## config.mk

```make
export PLATFORM = sky130hd
export DESIGN_NAME = ohat_front
export DESIGN_NICKNAME = d
export VERILOG_FILES = /design/src/rtl/ohat_pkg.sv /design/src/rtl/ohat_front.sv
export SDC_FILE = /design/constraint.sdc
export NUM_CORES = 1
export LEC_CHECK = 0
export CORE_MARGIN = 1.5
export CORE_UTILIZATION = 30
export CTS_CLUSTER_SIZE = 8
export DETAILED_ROUTE_END_ITERATION = 6
export DONT_BUFFER_PORTS = 1
export PLACE_DENSITY = 0.49
export SLEW_MARGIN = 20
export SYNTH_ARGS = -nofsm -noshare
export SYNTH_HDL_FRONTEND = slang
export SYNTH_SLANG_ARGS = --single-unit
```

## constraint.sdc

```tcl
create_clock -name i_clk -period 24.4 [get_ports i_clk]
set_input_delay 0 -clock i_clk [delete_from_list [all_inputs] [get_ports i_clk]]
set_output_delay 0 -clock i_clk [all_outputs]
set_load 0.05 [all_outputs]
```

## src/rtl/ohat_pkg.sv

```systemverilog
// ohat_pkg: shared types, codes and constants of the open addressing hash table
// used by every module of the block, no dependencies

package ohat_pkg;

    localparam int KEY_W         = 64;
    localparam int LEN_W         = 4;
    localparam int VAL_W         = 31;
    localparam int CNT_W         = 11;
    localparam int STAT_W        = 2;
    localparam int FUNC_W        = 2;
    localparam int CFG_IDX_W     = 2;
    localparam int REM_W         = CNT_W + 1;
    localparam int MAX_KEY_CHARS = 8;
    localparam int DEF_SLOTS     = 1024;
    localparam int DIV_STEPS     = KEY_W / 2;
    localparam int DIV_CNT_W     = $clog2(DIV_STEPS);

    localparam logic [CNT_W-1:0] SIZE_RESET  = CNT_W'(13);
    localparam logic [KEY_W-1:0] DJB_SEED    = KEY_W'(5381);
    localparam logic [KEY_W-1:0] POLY_OFFSET = KEY_W'(96);

    localparam logic [FUNC_W-1:0] FUNC_INSERT = 2'd0;
    localparam logic [FUNC_W-1:0] FUNC_REMOVE = 2'd1;
    localparam logic [FUNC_W-1:0] FUNC_SEARCH = 2'd2;

    localparam logic [STAT_W-1:0] STAT_OK   = 2'd0;
    localparam logic [STAT_W-1:0] STAT_MISS = 2'd1;
    localparam logic [STAT_W-1:0] STAT_FULL = 2'd2;

    localparam logic [1:0] MARK_EMPTY = 2'd0;
    localparam logic [1:0] MARK_USED  = 2'd1;
    localparam logic [1:0] MARK_GONE  = 2'd2;

    localparam logic [CFG_IDX_W-1:0] CFG_PROBE_MODE = 2'd0;
    localparam logic [CFG_IDX_W-1:0] CFG_HASH_SEL   = 2'd1;
    localparam logic [CFG_IDX_W-1:0] CFG_TABLE_SIZE = 2'd2;

    typedef struct packed {
        logic             probe_mode;
        logic             hash_select;
        logic [CNT_W-1:0] size;
    } t_cfg;

    typedef struct packed {
        logic [FUNC_W-1:0] func;
        logic [KEY_W-1:0]  key;
        logic [LEN_W-1:0]  len;
        logic [VAL_W-1:0]  value;
        logic [CNT_W-1:0]  base;
        logic [CNT_W-1:0]  step;
    } t_job;

endpackage

```

## src/rtl/ohat_front.sv

```systemverilog
// ohat_front: accepts requests, hashes the key one character a cycle and reduces the
// base hash modulo the table size and the step hash modulo size minus one, two bits a cycle; uses ohat_pkg

module ohat_front import ohat_pkg::*; (
    input  logic              i_clk,
    input  logic              i_rst_n,
    input  logic              i_valid,
    output logic              o_ready,
    input  logic [FUNC_W-1:0] i_func,
    input  logic [KEY_W-1:0]  i_key_chars,
    input  logic [LEN_W-1:0]  i_key_len,
    input  logic [VAL_W-1:0]  i_value,
    input  t_cfg              i_cfg,
    output logic              o_job_valid,
    input  logic              i_job_ready,
    output t_job              o_job
);

    typedef enum logic [1:0] {F_IDLE, F_HASH, F_DIV, F_PUSH} t_fstate;

    t_fstate               r_state, n_state;
    logic [FUNC_W-1:0]     r_func, n_func;
    logic [KEY_W-1:0]      r_key, n_key;
    logic [LEN_W-1:0]      r_len, n_len;
    logic [VAL_W-1:0]      r_value, n_value;
    logic [KEY_W-1:0]      r_poly, n_poly;
    logic [KEY_W-1:0]      r_djb, n_djb;
    logic [LEN_W-1:0]      r_k, n_k;
    logic [DIV_CNT_W-1:0]  r_div, n_div;
    logic [KEY_W-1:0]      r_num_b, n_num_b;
    logic [KEY_W-1:0]      r_num_s, n_num_s;
    logic [REM_W-1:0]      r_rb, n_rb;
    logic [REM_W-1:0]      r_rs, n_rs;

    logic [LEN_W-1:0]      w_len_eff;
    logic [KEY_W-1:0]      w_key_masked;
    logic [KEY_W-1:0]      w_char;
    logic [REM_W-1:0]      w_div_b;
    logic [REM_W-1:0]      w_div_s;

    function automatic logic [REM_W-1:0] rem_step(
        input logic [REM_W-1:0] rem,
        input logic             din,
        input logic [REM_W-1:0] d
    );
        logic [REM_W-1:0] t;
        t = {rem[REM_W-2:0], din};
        if (t >= d) begin
            t = t - d;
        end
        return t;
    endfunction

    always_comb begin
        if (i_key_len > LEN_W'(MAX_KEY_CHARS)) begin
            w_len_eff = LEN_W'(MAX_KEY_CHARS);
        end else begin
            w_len_eff = i_key_len;
        end
        for (int b = 0; b < KEY_W / 8; b++) begin
            w_key_masked[8*b +: 8] = (LEN_W'(b) < w_len_eff) ? i_key_chars[8*b +: 8] : 8'd0;
        end
    end

    assign w_char  = KEY_W'(r_key[{r_k[2:0], 3'b000} +: 8]);
    assign w_div_b = REM_W'(i_cfg.size);
    assign w_div_s = REM_W'(i_cfg.size) - REM_W'(1);

    assign o_ready          = (r_state == F_IDLE);
    assign o_job_valid      = (r_state == F_PUSH);
    assign o_job.func       = r_func;
    assign o_job.key        = r_key;
    assign o_job.len        = r_len;
    assign o_job.value      = r_value;
    assign o_job.base       = r_rb[CNT_W-1:0];
    assign o_job.step       = r_rs[CNT_W-1:0] + CNT_W'(1);

    always_comb begin
        n_state = r_state;
        n_func  = r_func;
        n_key   = r_key;
        n_len   = r_len;
        n_value = r_value;
        n_poly  = r_poly;
        n_djb   = r_djb;
        n_k     = r_k;
        n_div   = r_div;
        n_num_b = r_num_b;
        n_num_s = r_num_s;
        n_rb    = r_rb;
        n_rs    = r_rs;
        unique case (r_state)
            F_IDLE: begin
                if (i_valid) begin
                    n_func  = i_func;
                    n_key   = w_key_masked;
                    n_len   = w_len_eff;
                    n_value = i_value;
                    n_poly  = '0;
                    n_djb   = DJB_SEED;
                    n_k     = '0;
                    n_state = F_HASH;
                end
            end
            F_HASH: begin
                if (r_k == r_len) begin
                    n_num_b = i_cfg.hash_select ? r_djb : r_poly;
                    n_num_s = r_poly;
                    n_rb    = '0;
                    n_rs    = '0;
                    n_div   = '0;
                    n_state = F_DIV;
                end else begin
                    n_poly = (r_poly << 5) - r_poly + w_char - POLY_OFFSET;
                    n_djb  = (r_djb << 5) + r_djb + w_char;
                    n_k    = r_k + LEN_W'(1);
                end
            end
            F_DIV: begin
                n_rb    = rem_step(rem_step(r_rb, r_num_b[KEY_W-1], w_div_b),
                                   r_num_b[KEY_W-2], w_div_b);
                n_rs    = rem_step(rem_step(r_rs, r_num_s[KEY_W-1], w_div_s),
                                   r_num_s[KEY_W-2], w_div_s);
                n_num_b = r_num_b << 2;
                n_num_s = r_num_s << 2;
                n_div   = r_div + DIV_CNT_W'(1);
                if (r_div == DIV_CNT_W'(DIV_STEPS - 1)) begin
                    n_state = F_PUSH;
                end
            end
            F_PUSH: begin
                if (i_job_ready) begin
                    n_state = F_IDLE;
                end
            end
            default: n_state = F_IDLE;
        endcase
    end

    always_ff @(posedge i_clk) begin
        if (!i_rst_n) begin
            r_state <= F_IDLE;
        end else begin
            r_state <= n_state;
        end
        r_func  <= n_func;
        r_key   <= n_key;
        r_len   <= n_len;
        r_value <= n_value;
        r_poly  <= n_poly;
        r_djb   <= n_djb;
        r_k     <= n_k;
        r_div   <= n_div;
        r_num_b <= n_num_b;
        r_num_s <= n_num_s;
        r_rb    <= n_rb;
        r_rs    <= n_rs;
    end

endmodule

```

Word-level counts from Yosys, hierarchy flattened --
Cells that the tools add are included.
Storage, ports and cells: flip-flop bits (word level) 390, bits of input ports 118, output and inout port bits 125, word-level logic and storage cells 95
Cells by class: add/subtract/negate cells 13, order comparisons 13, equal/unequal tests 10, shifts and indexed selects 1, muxes and demuxes 31, reduce and logical (&&, ||, !) cells 7
Operator list (number):
- case mux 64 bit (2 select lines) | 4
- 2-to-1 mux 64 bit | 7
- adder 64 x 8 -> 64 bit | 2
- 2-to-1 mux 11 bit | 7
- adder 64 bit | 1
- indexed part select 64 x 7 -> 8 bit | 1
- subtractor 64 bit | 1
- subtractor 64 x 7 -> 64 bit (second input constant) | 1
- case mux 11 bit (2 select lines) | 2
- subtractor 11 bit | 4
- >= comparator 12 x 11 -> 1 bit | 2
- >= comparator 12 bit | 2
- < comparator 3 x 4 -> 1 bit (first input constant) | 4
- 2-to-1 mux 4 bit | 3
- subtractor 11 x 1 -> 12 bit (second input constant) | 1
- adder 11 x 1 -> 11 bit (second input constant) | 1
- case mux 5 bit (2 select lines) | 1
- < comparator 1 x 4 -> 1 bit (first input constant) | 2
- < comparator 2 x 4 -> 1 bit (first input constant) | 2
- 2-to-1 mux 2 bit | 4
- inequality test 2 bit (second input constant) | 4
- case mux 2 bit (4 select lines) | 1
- case mux 4 bit (2 select lines) | 1
- adder 5 x 1 -> 5 bit (second input constant) | 1
- other kinds (13) | 16

Logic depth before layout (Yosys ltp) --
word-level depth 7, gate-level depth with buffers 27

Worst setup path after synthesis --
Ideal clock, no wire load.
path kind register to register, start point register r_k[0], end point register r_div[0] (enable), setup time 0.905 ns, arrival time 12.623 ns, data required time 23.495 ns, slack 10.872 ns, cell stages (with the launch flop) 5, period minus slack after synthesis 13.528 ns, cell sequence edfxtp_1 clkbuf_1 xor2_1 o41ai_1 a21boi_0
On the way: word-level cells in the longest chain between the ends 3
RTL lines:
- start: declaration | RTL line ohat_front.sv:28 | logic [LEN_W-1:0] r_k, n_k;
- start signal: assignment | RTL line ohat_front.sv:152 | r_k <= n_k;
- == test 4 bit | RTL line ohat_front.sv:106 | if (r_k == r_len) begin
- inequality test 2 bit (no source line)
- AND reduction 2 bit (no source line)
- end signal: assignment | RTL line ohat_front.sv:153 | r_div <= n_div;
- end: declaration | RTL line ohat_front.sv:29 | logic [DIV_CNT_W-1:0] r_div, n_div;
No other way between the ends. A chain may end at the register's enable or synchronous reset.

Final worst setup path --
start point register r_rb[0], end point register r_rb[1] (data pin)
On the way: word-level cells in the longest chain between the ends 6
RTL lines:
- start: declaration | RTL line ohat_front.sv:32 | logic [REM_W-1:0] r_rb, n_rb;
- start signal: assignment | RTL line ohat_front.sv:156 | r_rb <= n_rb;
- >= comparator 12 x 11 -> 1 bit / subtractor 11 bit (equally long branches) | RTL line ohat_front.sv:48, ohat_front.sv:49
- 2-to-1 mux 11 bit * | RTL line ohat_front.sv:48 | if (t >= d) begin
- 2-to-1 mux 11 bit * | RTL line ohat_front.sv:92 | unique case (r_state)
- subtractor 11 bit / >= comparator 12 x 11 -> 1 bit (equally long branches) | RTL line ohat_front.sv:49, ohat_front.sv:48
- 2-to-1 mux 11 bit * | RTL line ohat_front.sv:48
- case mux 11 bit (2 select lines) * | RTL line ohat_front.sv:92
Every way passes the cells marked *; elsewhere a longest branch is shown, timed or not. The select of a mux whose other input is x is not followed.

==> impl_metrics.toml <==
[setup_path]
worst_ep_required_time_ps = 24880
end_kind = "flop"
crit_top_cell = "a21oi_1"
crit_buf_inv = 1
worstSetupPathType = "reg -> reg"
reg2reg_slack_ps = 17910
worstPathCellList = "fa_1 -> a21o_1 -> a21oi_1 -> o21bai_1 -> a21oi_1 -> o21ai_1 -> a41o_1 -> or2_1 -> mux2_2 -> ha_1 -> nor2b_1 -> o21ai_1 -> a21boi_0 -> o21ai_0 -> nand2b_1 -> a31oi_1 -> o21bai_1 -> a21oi_1 -> o221a_2 -> nor2b_1 -> a211oi_1 -> dlygate4sd3_1"
crit_cells = 22
r2r_end = "r_rb[1]"
cpPeakStageDelay_ps = 670
crit_end = "r_rb[1]"
cp_max_fo = 18
slowest_stage = "edfxtp_1"
worstPathArrival_ps = 6970
crit_family = "compound AO/OA/AOI/OAI gates"
timing.rr.start = "r_rb[0]"
startpoint_type = "flop"
crit_path_start = "r_rb[0]"
rr_worst_depth = 22

[clock_tree]
insertion_delay_ps = 640
cts_inserted_buffers = 55
cts.sinks = 390
clockRootBuffer = "clkbuf_16"
postCtsSetupBuffers = 0
cts_max_level = 2
clk_pin_slew_ps = 60
clockBufferDepth = 3
tritoncts = "done"

[logic_synthesis]
synth-seq-cells = 390
synth_flop_cell = "edfxtp_1"
syn_area_per_cell_sq_um = 10.1
ys_warn_count = 0
synth_cell_types = 89
async_flop_share_pct = 0
synth.most_common_cell = "edfxtp_1"
synthesis.area_sq_um = 28500
syn_inst = 2829
synth_top_area_share_pct = 40.9
netlist_top_cells_area = "edfxtp_1, ha_1, o21ai_0, nand2_1, xnor2_1"
synthTopCellsByCount = "edfxtp_1, ha_1, nand2_1"
yosysSeqAreaShare_pct = 41.1
yosys.area.top_type = "edfxtp_1"
syn_nets = 3316
synth_edf_count = 388

[detailed_routing]
via_per_inst = 4.96
via_count = 20900
ant_nets = 0
drtIter0Drc = 1185
first_pass_iters = 5
routed_wl_mm = 75.7
drc = 0
routedWlPerCell_microns = 18.0

[finish]
drive_above_1_share_pct = 5.42
finalNetCount = 3425
synthToLayoutAreaGrowth_pct = 15.3
design_area_sq_um = 32800
diodes = 0
finish.utilization_pct = 35.0

[die]
rows = 112
core-area_sq_um = 93600
chipWidth_microns = 311
start_util_pct = 30.4
dieHeight_microns = 311
io_pins = 243
die-area_sq_um = 96700

[global_route]
grt_pass1_wl_mm = 119
gr-usage-all-layers_pct = 15.4
overflow = 0
grt_pass1_vias = 20800
grt_max_degree = 156
antenna_found_initial = 0

[sta]
finalSetupTns_ps = 0
drv_slew = 0
period_share_pct = 26.6
tightest_slew_ps = 1120
final_hold_viol_count = 0
rsz0062_at_grt = "false"
skew_ps = 39.1
period_needed_ps = 6490
clock.fmax_mhz = 154
relSlewSlack_pct = 24.8
setup_viol_count_final = 0

[placement]
io_buffer_count = 0
place_congestion = 0.837
hpwl_mm = 55.1
place_area_sq_um = 29800

[worst_hold_path]
worstHoldPathType = "in -> reg"

[outcome]
status = "finished, final reports clean"

[run]
maxCapViolations = 0
==> cell families (layout without fill, tap and decap cells) <==
| logic type | Yosys count | after routing | share of synthesized area, % |
|---|---|---|---|
| AOI/OAI and AO/OA | 648 | 648 | 14.1 |
| xor gates and xnor gates | 169 | 169 | 5.29 |
| adders and majority gates | 369 | 369 | 16.5 |
| buffers and inverters | 359 | 483 | 4.78 |
| DFF | 390 | 390 | 41.1 |
| muxes | 113 | 113 | 4.76 |
| and+or+nand+nor | 781 | 781 | 13.4 |
==> cells in the final DEF (no fill, tap or decap), types with 14 or more instances in the layout <==
cell type / netlist / layout
dlygate4sd3_1: 0 / 143
o21ai_0: 223 / 223
nor2b_1: 82 / 82
nor3_1: 20 / 19
o21a_1: 16 / 16
mux4_2: 16 / 16
and3_1: 15 / 15
a21oi_1: 175 / 174
clkbuf_16: 0 / 55
nand2_1: 252 / 252
buf_4: 0 / 17
nand4_1: 36 / 36
o31ai_1: 14 / 14
mux2i_1: 79 / 79
mux2_2: 18 / 18
ha_1: 357 / 355
xnor2_1: 106 / 106
nand3_1: 50 / 50
edfxtp_1: 388 / 388
xor2_1: 61 / 61
and2_1: 85 / 84
a211oi_1: 15 / 15
a21o_1: 69 / 69
nor2_1: 174 / 174
o21bai_1: 21 / 21
inv_1: 247 / 247
a31oi_1: 19 / 19
==> worst register-to-register path: cells and delay by family, from the launching register on <==
kind | cells | cell delay (ps)
compound gates | 14 | 3090
fa+ha+maj | 2 | 860
simple gates | 4 | 780
flops | 1 | 670
buf+inv | 1 | 570
mux | 1 | 380
==> routing by layer <==
layer | track usage [%] | part of all wire, % | vias to the layer above
li1 | - | - | 10400
met1 | 20.2 | 46 | 10000
met2 | 25.9 | 47 | 391
met3 | 2.97 | 4.8 | 84
met4 | 3.68 | 1.7 | 0
met5 | 0 | 0 | -
==> layout make-up <==
type / count / area [sq um]
clock buffers: 67 / 1420
clock inverters: 5 / 111
fillers: 9556 / 60800
inverters: 248 / 931
multi-input cells: 2080 / 15400
flip-flops and latches: 390 / 11700
well taps: 1254 / 1570
repair buffers: 163 / 1630
==> what timing repair did <==
item                                   in CTS  in global routing
hold buffers                              144                  0
resized for setup                           0                  0
endpoints found under the hold margin     197                  0
==> state kept, by name, indices dropped and copies added (netlist names) <==
register / cells
r_div: 5
r_djb: 64
r_func: 2
r_k: 4
r_key: 64
r_len: 4
r_num_b: 64
r_num_s: 64
r_poly: 64
r_rb: 11
r_rs: 11
r_state: 2
r_value: 31
==> metrics by stage <==
| stage | hold slack (ps) | worst slack, ps | std cells |
|---|---|---|---|
| after CTS | 7.94 | 17950 | 4207 |
| after global routing | 15.8 | 17370 | 4207 |
| after global placement | 98.9 | 18350 | 3991 |
| after detailed placement | 98.9 | 18390 | 3991 |
| final | 48.5 | 17910 | 4207 |
| after floorplan | 98.9 | 10870 | 2829 |
==> worst min path at each step <==
stage,endpoint,depth (start not counted),slack [ps],startpoint
CTS,r_value[30],1,8,i_value[30]
global placement,r_value[9],0,100,i_value[9]
global route,r_value[30],1,20,i_value[30]
detailed placement,r_value[12],0,100,i_value[12]
finish,r_value[30],1,50,i_value[30]
floorplan,r_func[0],0,100,i_func[0]
Power is not shown: default switching activity piles up to over one toggle a cycle in this logic, so the estimate is an artifact.
