[config.mk]
export PLATFORM = sky130hd
export DESIGN_NAME = ohat_queue
export DESIGN_NICKNAME = d
export VERILOG_FILES = /design/src/rtl/ohat_pkg.sv /design/src/rtl/ohat_queue.sv
export SDC_FILE = /design/constraint.sdc
export NUM_CORES = 1
export LEC_CHECK = 0
export BUFFER_PORTS_ARGS = -buffer_cell sky130_fd_sc_hd__buf_2
export CORE_MARGIN = 8
export CORE_UTILIZATION = 47
export DETAILED_ROUTE_END_ITERATION = 8
export PLACE_DENSITY = 0.75
export SYNTH_ARGS = -nofsm -noshare
export SYNTH_HDL_FRONTEND = slang
export SYNTH_SLANG_ARGS = --single-unit
[constraint.sdc]
create_clock -name i_clk -period 7.4 [get_ports i_clk]
set_clock_uncertainty 0.15 [all_clocks]
set_input_delay 1.48 -clock i_clk [delete_from_list [all_inputs] [get_ports i_clk]]
set_output_delay 1.48 -clock i_clk [all_outputs]
set_load 0.01 [all_outputs]
[src/rtl/ohat_pkg.sv]
// ohat_pkg: shared types, codes and constants of the open addressing hash table
// used by every module of the block, no dependencies

package ohat_pkg;

    localparam int KEY_W         = 64;
    localparam int LEN_W         = 4;
    localparam int VAL_W         = 31;
    localparam int CNT_W         = 11;
    localparam int STAT_W        = 2;
    localparam int FUNC_W        = 2;
    localparam int CFG_IDX_W     = 2;
    localparam int REM_W         = CNT_W + 1;
    localparam int MAX_KEY_CHARS = 8;
    localparam int DEF_SLOTS     = 1024;
    localparam int DIV_STEPS     = KEY_W / 2;
    localparam int DIV_CNT_W     = $clog2(DIV_STEPS);

    localparam logic [CNT_W-1:0] SIZE_RESET  = CNT_W'(13);
    localparam logic [KEY_W-1:0] DJB_SEED    = KEY_W'(5381);
    localparam logic [KEY_W-1:0] POLY_OFFSET = KEY_W'(96);

    localparam logic [FUNC_W-1:0] FUNC_INSERT = 2'd0;
    localparam logic [FUNC_W-1:0] FUNC_REMOVE = 2'd1;
    localparam logic [FUNC_W-1:0] FUNC_SEARCH = 2'd2;

    localparam logic [STAT_W-1:0] STAT_OK   = 2'd0;
    localparam logic [STAT_W-1:0] STAT_MISS = 2'd1;
    localparam logic [STAT_W-1:0] STAT_FULL = 2'd2;

    localparam logic [1:0] MARK_EMPTY = 2'd0;
    localparam logic [1:0] MARK_USED  = 2'd1;
    localparam logic [1:0] MARK_GONE  = 2'd2;

    localparam logic [CFG_IDX_W-1:0] CFG_PROBE_MODE = 2'd0;
    localparam logic [CFG_IDX_W-1:0] CFG_HASH_SEL   = 2'd1;
    localparam logic [CFG_IDX_W-1:0] CFG_TABLE_SIZE = 2'd2;

    typedef struct packed {
        logic             probe_mode;
        logic             hash_select;
        logic [CNT_W-1:0] size;
    } t_cfg;

    typedef struct packed {
        logic [FUNC_W-1:0] func;
        logic [KEY_W-1:0]  key;
        logic [LEN_W-1:0]  len;
        logic [VAL_W-1:0]  value;
        logic [CNT_W-1:0]  base;
        logic [CNT_W-1:0]  step;
    } t_job;

endpackage

[src/rtl/ohat_queue.sv]
// ohat_queue: two-entry queue of hashed requests between front and back
// uses t_job from ohat_pkg

module ohat_queue import ohat_pkg::*; (
    input  logic i_clk,
    input  logic i_rst_n,
    input  logic i_push_valid,
    output logic o_push_ready,
    input  t_job i_push_data,
    output logic o_pop_valid,
    input  logic i_pop_ready,
    output t_job o_pop_data
);

    t_job       r_mem [2];
    logic       r_wp, r_rp;
    logic [1:0] r_cnt;
    logic       w_push, w_pop;

    assign o_push_ready = (r_cnt != 2'd2);
    assign o_pop_valid  = (r_cnt != 2'd0);
    assign o_pop_data   = r_mem[r_rp];
    assign w_push       = i_push_valid && o_push_ready;
    assign w_pop        = o_pop_valid && i_pop_ready;

    always_ff @(posedge i_clk) begin
        if (!i_rst_n) begin
            r_wp  <= 1'b0;
            r_rp  <= 1'b0;
            r_cnt <= 2'd0;
        end else begin
            if (w_push) begin
                r_wp <= ~r_wp;
            end
            if (w_pop) begin
                r_rp <= ~r_rp;
            end
            r_cnt <= r_cnt + 2'(w_push) - 2'(w_pop);
        end
        if (w_push) begin
            r_mem[r_wp] <= i_push_data;
        end
    end

endmodule

Yosys cells after proc, flatten, opt, wreduce, memory -nomap -nowiden --
Memory sizes are Yosys's and may differ from the RTL's. A register that Yosys moved wholly into a read port is not among the register bits. Index checks and enable logic that the tools add are counted.
Word-level totals: flip-flop bits (word level) 4, bits in writable memories 246, input port bits 127, output and inout port bits 125, memories 1
Memory list:
- r_mem | depth 2, bits a word 123, rd ports 1, clocked after Yosys merged registers in 1, write ports 1, RTL line ohat_queue.sv:15 | t_job r_mem [2];
Cells by class: add/subtract/negate cells 2, equal/unequal tests 1, muxes and demuxes 4, bitwise logic cells 2, reductions and logical operators 3
Operator list (number):
- $mux W1 | 4
- $add A2 B1 Y2 | 1
- $logic_and A1 B1 Y1 | 2
- $ne A2 B2 Y1 const B | 1
- $not A1 Y1 | 2
- $reduce_bool A2 Y1 | 1
- $sub A2 B1 Y2 | 1

Logic depth before layout (Yosys ltp) --
Gate-level depths: netlist of the first run.
word-level depth 4, depth in mapped cells 8, mapped depth without buffers 8

Worst setup path before layout of the first run --
Ideal clock, no wire load.
path type input -> register, from input port i_push_valid, to memory r_mem[0][0] (netlist name), enable pin, arrival time 6688 ps, path slack -44 ps, stages 2, path buffers 0, path through nand2_1 -> nor2_1
On the way: word-level cells in the longest chain between the ends 3
RTL lines:
- from (decl) | RTL line ohat_queue.sv:7 | input logic i_push_valid,
- $logic_and A1 B1 Y1 | RTL line ohat_queue.sv:23 | assign w_push = i_push_valid && o_push_ready;
- $mux W1 | RTL line ohat_queue.sv:40 | if (w_push) begin
- $mux W1 (not written as such) | RTL line ohat_queue.sv:41 | r_mem[r_wp] <= i_push_data;
- to (decl) | RTL line ohat_queue.sv:15
No other way between the ends.

==> results of run 1 <==
## worst max-delay path by stage
stage | slack, ps | start | endpoint
floorplan | 2030 | i_push_valid | r_mem[0][0]
global route | 2730 | register | o_pop_data[15]
global placement | 3480 | register | o_pop_data[15]
finish | 2900 | register | o_pop_data[15]
detailed placement | 3390 | register | o_pop_data[32]
CTS | 2850 | register | o_pop_data[15]
## power by group through the flow
stage               Clock (mW)  Sequential (mW)  Combinational, mW
floorplan                    0             1.87              0.667
global placement             0             1.90              0.923
detailed placement           0             1.92              0.945
CTS                       1.18             1.89              0.949
global route              1.23             1.90              0.996
finish                    1.15             1.88              0.929
## per-layer routing
layer | global-route usage, % | vias up | routed length (um)
li1 | - | 2159 | -
met1 | 17.4 | 2279 | 7300
met2 | 24.6 | 204 | 9290
met3 | 4.58 | 29 | 1850
met4 | 3.99 | 4 | 263
met5 | 0 | - | 31
## cells in the mapped netlist
master / count / share of area, %
edfxtp_1: 246 / 79
mux2i_1: 1 / 0.11
buf_6: 8 / 0.96
and2_1: 2 / 0.13
xnor2_1: 3 / 0.28
nand2_1: 2 / 0.080
ha_1: 2 / 0.27
nor2b_1: 2 / 0.13
and3_1: 1 / 0.067
nor2_1: 1 / 0.040
or2_2: 1 / 0.067
mux2_2: 53 / 6.3
buf_8: 1 / 0.16
mux2_4: 70 / 11
o21a_1: 1 / 0.080
inv_1: 1 / 0.040
nand2b_1: 2 / 0.13
dfxtp_1: 5 / 1.1
buf_2: 5 / 0.27
## worst max-delay path, cell delays in order (launching register included)
cell,delay [ps]
dfxtp_4,920
buf_4,770
mux2_2,420
buf_2,150
## cell families after synthesis
logic type                 after synthesis  synth area share, %
AOI/OAI and AO/OA                        1               0.0799
xor gates and xnor gates                 3                0.280
adders and majority gates                2                0.266
buffers and inverters                   15                 1.42
DFF                                    251                 79.7
muxes                                  124                 17.6
and+or+nand+nor                         11                0.652
## layout make-up
cell class / instances / area [um2] / area share (%)
Tap cell: 265 / 332 / 2.84
Inverter: 1 / 3.75 / 0.0322
Antenna cell: 2 / 5.00 / 0.0429
Clock inverter: 5 / 46.3 / 0.397
Sequential cell: 251 / 7490 / 64.2
Clock buffer: 39 / 698 / 5.99
Multi-Input combinational cell: 141 / 1790 / 15.4
Timing Repair Buffer: 256 / 1290 / 11.1
## state kept, by name, indices dropped and copies added, names as in the netlist, named ones only
register  cells
r_wp          1
r_rp          1
r_cnt         2
r_mem       246
## cell usage in the layout (no fill, tap or decap), types with 2 or more instances in the layout
cell type	netlist	final
nand2b_1	2	2
diode_2	0	2
nor2b_1	2	2
mux2_4	70	70
buf_2	5	251
clkinv_1	0	3
xnor2_1	3	3
clkbuf_16	0	25
ha_1	2	2
buf_4	0	5
and2_1	2	2
dfxtp_1	5	4
mux2_2	53	53
clkbuf_1	0	12
edfxtp_1	246	246
clkbuf_8	0	2
nand2_1	2	2
## per-stage QoR
step	area [um2]	hold slack [ps]	total power, mW	std cells	utilization, %
floorplan	9400	316	2.54	407	-
global placement	10900	356	2.83	914	55.9
detailed placement	10900	381	2.86	914	55.9
CTS	11700	389	4.02	958	59.7
global route	11700	398	4.13	960	59.7
finish	11700	387	3.96	960	59.7
==> run metrics, run 1 <==
run status=complete, no violations; drt wl/cell=19.5 um; TNS Setup=0 ps; Skew-Pair Late Insertion Delay=490 ps; GRT overflow=0; Leak=4.47 nW; first-pass GRT wire length=27,800 um; Power Internal=2.94 mW; switching share of total power=25.9%; Fill cells=between 1,000 and 1,500; reg2reg start=r_cnt[0]; Detailed Routing Iterations Pass 1=4; Worst slew margin=39.2%; Max Root-Sink Buffers=3; YS warnings=0; synthesized instance count=between 400 and 500; Routed WL=18,700 um; fraction of the cycle the final worst path needs=60.8%; worst path required time=5770 ps; fraction of layout cells with a size suffix above 1=about three fifths; vias in the first global route=5,130; flop-to-flop setup slack=4700 ps; Final ANT Viol Nets=0; crit-path max FO=56; top-level port count=252; Worst setup SP type=register; row cnt=51; CTS resizes=0; dpl ws=3390 ps; Critical Path AT=2870 ps; Die Width=157 um; Fmax=about 0.22 GHz; Max Cap Violations=0; clk root buf=clkbuf_16; number of setup buffers added after CTS=0; DRC=0; syn_nets=536; Worst Hold Launch=r_wp; initial antenna violation count=4; Mapped Area=9400 um2; Final nets=805; DP HPWL=13,100 um; Seq pwr share=roughly 48%; Area Growth Syn to Fin=24.1%; R2R Path End=r_mem[1][11]; Worst Hold Class=register to register; I/O Buffers=251; synth unique cells=19; fin crit period=roughly 4500 ps; routability congestion estimate=0.786; Worst R2R Path Depth=3; Hold Path End=r_wp; Reg clk slew, reported paths=60 ps; Core ar.=19,500 um2; combinational power share=23.4%; via count=4,675; clock power share=29.1%; Syn Area/Cell=23.1 um2; Max IR drop VDD=0.310 mV; GRT Util Overall=14.4%; Max H-tree Level=1; Die Height=157 um; largest net degree at the start of global routing=66; Net Switching=1.03 mW; vias per std cell=4.87; sequential element share of the synthesized area=79.7%; hold depth=2; Worst-Margin Slew=912 ps; Hold-fix buffers, CTS=0; unrepaired setup endpoints after global routing=false; Hold Fails Final Rpt=0; Die Area=~25,000 um2; CTS tree=yes; critical path endpoint category=output port; Final WS setup=~2900 ps; Crit Path Category=register to output port; #FFs+latches synth=251; CTS Buf Count=25; Clock Sinks=around 250; Initial Util=48.1%; Starting DRT DRC Count=245; pwr dens=340 nW/um2; Final setup viols=0; Pins Over Slew Limit=0
No activity file was read; power rests on OpenSTA's default activity.
==> run 2, diff against run 1 <==
ABC_AREA = 1   (was default)
clock period = 4.09 ns   (was 7.4 ns; I/O delays follow)
==> run 2 against run 1 <==
Net effect:
- global-route usage grew 0.062 points
- die area about the same
- combinational power is 83% higher
- count of clock-buffer cells in the layout fell by 7
- utilization up 0.11 points
- final cell count is 1.5% higher
- critical path depth unchanged
- area after synthesis about the same
- non-clock buffer count increased by 2
- via count up 1.8%
==> run metrics, run 2 <==
EDFF count, synth=approximately 250; CTS resizes=0; commonest non-fill, non-tap cell in the layout=buf_2; #FFs+latches synth=251; Die Area=24,800 um2; worst path required time=around 3100 ps; Most used DFF post-synth=edfxtp_1; Worst setup SP type=register; Max Cap Violations=0; critical path endpoint category=output port; Clock Sinks=251; Core ar.=19,500 um2; Leak=between 4 and 5 nW; drt wl/cell=19.3 um; commonest cells in the netlist=246 x edfxtp_1, 70 x mux2_4, 53 x mux2_2; post-synthesis simple-gate area fraction=0.838%; Die Height=157 um; Die Width=157 um; initial antenna violation count=0; Syn Area/Cell=22.4 um2; XOR/XNOR Fraction of Synth Area=0%; crit-path cells=buf_12, mux2_2, buf_2; crit-path max cell delay=approximately 630 ps; crit-path max FO=70; Reg clk slew, reported paths=60 ps; GRT Util Overall=14.5%; Mapped Area=about 9400 um2; commonest non-fill, non-tap cells in the layout=251 x buf_2, 246 x edfxtp_1, 70 x mux2_4; sequential element share of the synthesized area=79.6%; Slowest cell on crit path=dfxtp_4; synth unique cells=13; count leader, synth=edfxtp_1; largest family of logic cells by synthesized area=multiplexers; Starting DRT DRC Count=roughly 200; Skew-Pair Late Insertion Delay=500 ps; YS warnings=0; Post-Synth Adder-Cell Area=0.266%; mux cell area share after synthesis=17.5%; Fmax=0.317 GHz; Max IR drop VDD=0.325 mV; Synth top area share=78.5%; DRC=0; Largest Register=r_mem; top-level port count=252; CTS tree=yes; Detailed Routing Iterations Pass 1=4; Yosys top cell by area=edfxtp_1; fraction of layout cells with a size suffix above 1=58.8%; Hold Fails Final Rpt=0; DP HPWL=approximately 13,000 um; first-pass GRT wire length=about 28,000 um; via count=4,761; vias per std cell=4.89; post-synthesis compound-gate area fraction=0.106%; Worst-Margin Slew=858 ps; fraction of the cycle the final worst path needs=around 77%; Max H-tree Level=1; Area Growth Syn to Fin=24.2%; Final nets=819; top cells by area, synth=edfxtp_1 79%, mux2_4 11%, mux2_2 6.3%; Hold-fix buffers, CTS=0; fin crit period=3150 ps; Worst Hold Class=primary input to register; dpl ws=1430 ps; CTS Buf Count=25; Final WS setup=940 ps; Final setup viols=0; GRT overflow=0; synthesized instance count=419; run status=complete, no violations; TNS Setup=0 ps; syn_nets=548; Pins Over Slew Limit=0; crit path buf inv count=2; total power=about 7.1 mW; Critical Path AT=2180 ps; Largest register FFs=246; largest net degree at the start of global routing=71; routability congestion estimate=approximately 0.76; Max Root-Sink Buffers=3; clk root buf=clkbuf_16; crit-path leading delay family=flip-flops; Worst slew margin=42.8%; pwr dens=609 nW/um2; unrepaired setup endpoints after global routing=false; I/O Buffers=251; Initial Util=48.2%; Crit Path Category=register to output port; asr flop ratio synth=0%; Final ANT Viol Nets=0; vias in the first global route=5,129; Routed WL=18,800 um; row cnt=51; number of setup buffers added after CTS=0; biggest regs=r_mem: 246 flops, r_cnt: 2 flops
-- run 2: cell type report --
type / instances / area, um2
antenna: 1 / 2.50
clock buffer: 32 / 652
clock inverter: 13 / 72.6
fill: 1450 / 7850
inverter: 7 / 28.8
multi-input combinational: 147 / 1770
sequential: 251 / 7490
tap: 265 / 332
timing repair buffer: 258 / 1330
-- run 2: stage by stage --
step | utilization [%] | instance area (um2) | cells | hold slack (ps)
finish | 59.8 | 11700 | 974 | 338
global route | 59.8 | 11700 | 973 | 314
CTS | 59.8 | 11700 | 973 | 310
detailed placement | 56.1 | 11000 | 928 | 371
global placement | 56.1 | 11000 | 928 | 335
floorplan | - | 9410 | 419 | 317
-- run 2: worst reg2reg max path, delay by kind of cell, from the launching register on --
family / cells / cell delay, ps
buf+inv: 3 / 990
simple gates: 2 / 310
flops: 1 / 360
-- run 2: worst paths after layout --
check        cells past startpoint             end             from  slack (ps)
max                              3  o_pop_data[37]         register         940
min                              1    r_mem[0][95]  i_push_data[95]         340
max reg2reg                      5    r_mem[1][88]         r_cnt[0]        1890
min reg2reg                      2            r_rp             r_rp         370
-- run 2: report_power, final --
part / switching [mW] / internal (mW) / leakage, nW
sequential: 0.128 / 3.26 / 2.34
combinational: 0.879 / 0.826 / 1.82
clock: 0.890 / 1.13 / 0.348
total: 1.90 / 5.21 / 4.51
-- run 2: cell families after synthesis --
kind of cell,count (synthesis)
DFF,251
adders and majority gates,2
and+or+nand+nor,20
AOI/OAI and AO/OA,2
muxes,123
buffers and inverters,21
-- run 2: routing by layer --
layer  vias to the layer above  wire, um  global-route usage (%)
li1                       2198         -                       -
met1                      2329      7350                    16.9
met2                       201      9380                    25.1
met3                        33      1720                    4.61
met4                         0       398                    4.44
met5                         -         0                       0
==> run 3, diff against run 2 <==
ABC_AREA = 0   (was 1)
CORE_UTILIZATION = 52   (was 47)
PLACE_DENSITY = 0.79   (was 0.75)
clock period = 3.15 ns   (was 4.09 ns; I/O delays follow)
==> run 3 against run 2 <==
Net effect:
- routed wire length is 0.93% lower
- clock power is 51% higher
- count of clock-buffer cells in the layout decreased by 2
- worst hold slack lost 180 ps
- first-iteration DRC count rose by 11%
- critical endpoint is now o_pop_data[8]
- highest routed layer is now met5
==> run metrics, run 3 (synthesis results as in run 1) <==
run status=complete, no violations; Max IR drop VDD=0.583 mV; flop-to-flop setup slack=1150 ps; via count=roughly 4,700; Max Cap Violations=0; hold_ws=160 ps; Fmax=0.357 GHz; Final ANT Viol Nets=0; vias in the first global route=5,312; CTS Buf Count=26; Seq pwr share=44.9%; Worst setup SP type=register; I/O Buffers=251; Starting DRT DRC Count=220; ant diodes=0; Largest Register=r_mem; vias per std cell=between 5 and 6; Routed WL=18,700 um; crit-path max FO=31; combinational power share=23.6%; commonest non-fill, non-tap cells in the layout=251 x buf_2, 246 x edfxtp_1, 70 x mux2_4; Post-Layout Cell Count=between 900 and 1,000; largest net degree at the start of global routing=79; clk root buf=clkbuf_16; DP HPWL=about 13,000 um; clock power share=31.5%; GRT overflow=0; unrepaired setup endpoints after global routing=false; dpl ws=approximately 860 ps; Initial Util=52.7%; total power=9.72 mW; Max Root-Sink Buffers=3; Worst Hold Class=primary input to register; CTS resizes=0; Largest register FFs=246; Final setup viols=0; Slowest cell on crit path=dfxtp_4; Skew-Pair Late Insertion Delay=510 ps; placed cells=881; biggest regs=r_mem: 246 flops, r_cnt: 2 flops; Worst slew margin=between 50% and 60%; DRC=0; critical path endpoint category=output port; flip-flop and latch area=7490 um2; crit-path cells=buf_4, mux2_2, buf_2; TNS Setup=0 ps; Hold Fails Final Rpt=0; crit-path max cell delay=640 ps; top-level port count=252; Hold-fix buffers, CTS=0; fraction of layout cells with a size suffix above 1=between 60% and 70%; fin crit period=2800 ps; Power Internal=about 7.2 mW; drt wl/cell=about 20 um; pwr dens=822 nW/um2; fraction of the cycle the final worst path needs=88.9%; Final WS setup=350 ps; Net Switching=2.49 mW; Crit Path Category=register to output port; worst path required time=2370 ps; number of setup buffers added after CTS=0; crit path buf inv count=2; CTS tree=yes; first-pass GRT wire length=approximately 28,000 um; Max H-tree Level=1; GRT Util Overall=15.8%; Reg clk slew, reported paths=around 60 ps; Die Area=about 23,000 um2; crit-path leading delay family=flip-flops; Leak=4.57 nW; Area Growth Syn to Fin=25.8%; switching share of total power=25.6%; Core ar.=17,800 um2; multi-input logic area=1790 um2; Detailed Routing Iterations Pass 1=4; Pins Over Slew Limit=0; Die Width=150 um; Clock Sinks=251; row cnt=49; Die Height=150 um; initial antenna violation count=3; Final nets=809; Fill cells=~1,200; routability congestion estimate=0.749; commonest non-fill, non-tap cell in the layout=buf_2; Worst-Margin Slew=624 ps; Critical Path AT=2020 ps
[run 3: cell types whose count changed in the layout (fill, tap and decap cells not counted), sizes merged, moves of 2 or more]
cell    delta
a21oi      -2
nand2      -7
bufinv     +4
and2       +2
clkbuf     -2
clkinv     +3
xnor2      +3
inv        -7
nand2b     +2
nor2b      +2
nand3      -3
nor2       -7
[run 3: power by group through the flow]
stage               clock (mW)  combinational, mW  sequential (mW)
global route              3.26               2.47             4.40
floorplan                    0               1.57             4.36
global placement             0               2.30             4.40
finish                    3.06               2.30             4.36
detailed placement           0               2.34             4.43
CTS                       3.14               2.35             4.37
[run 3: worst paths after layout]
path	end	cells past startpoint	startpoint
max	o_pop_data[8]	3	register
min	r_mem[1][65]	1	i_push_data[65]
max reg2reg	r_mem[1][121]	3	r_cnt[0]
min reg2reg	r_wp	2	r_wp
[run 3: final cells by class]
cell class | count | area share, %
Inverter | 1 | 0.0317
Clock inverter | 18 | 1.59
Sequential cell | 251 | 63.3
Timing Repair Buffer | 259 | 11.7
Tap cell | 229 | 2.42
Multi-Input combinational cell | 141 | 15.2
Clock buffer | 30 | 5.81
[run 3: layer usage]
metal	global-route usage, %	share of wire [%]	up-vias
li1	-	-	2165
met1	18.6	39	2326
met2	27.1	49	198
met3	5.98	11	30
met4	3.55	1.2	6
met5	0	0.22	-
[run 3: through the flow]
stage | cell area (um2) | util, %
2_1_floorplan | 9410 | -
3_3_place_gp | 11000 | 61.4
3_5_place_dp | 11000 | 61.4
4_1_cts | 11800 | 66.3
5_1_grt | 11800 | 66.3
6_report | 11800 | 66.3
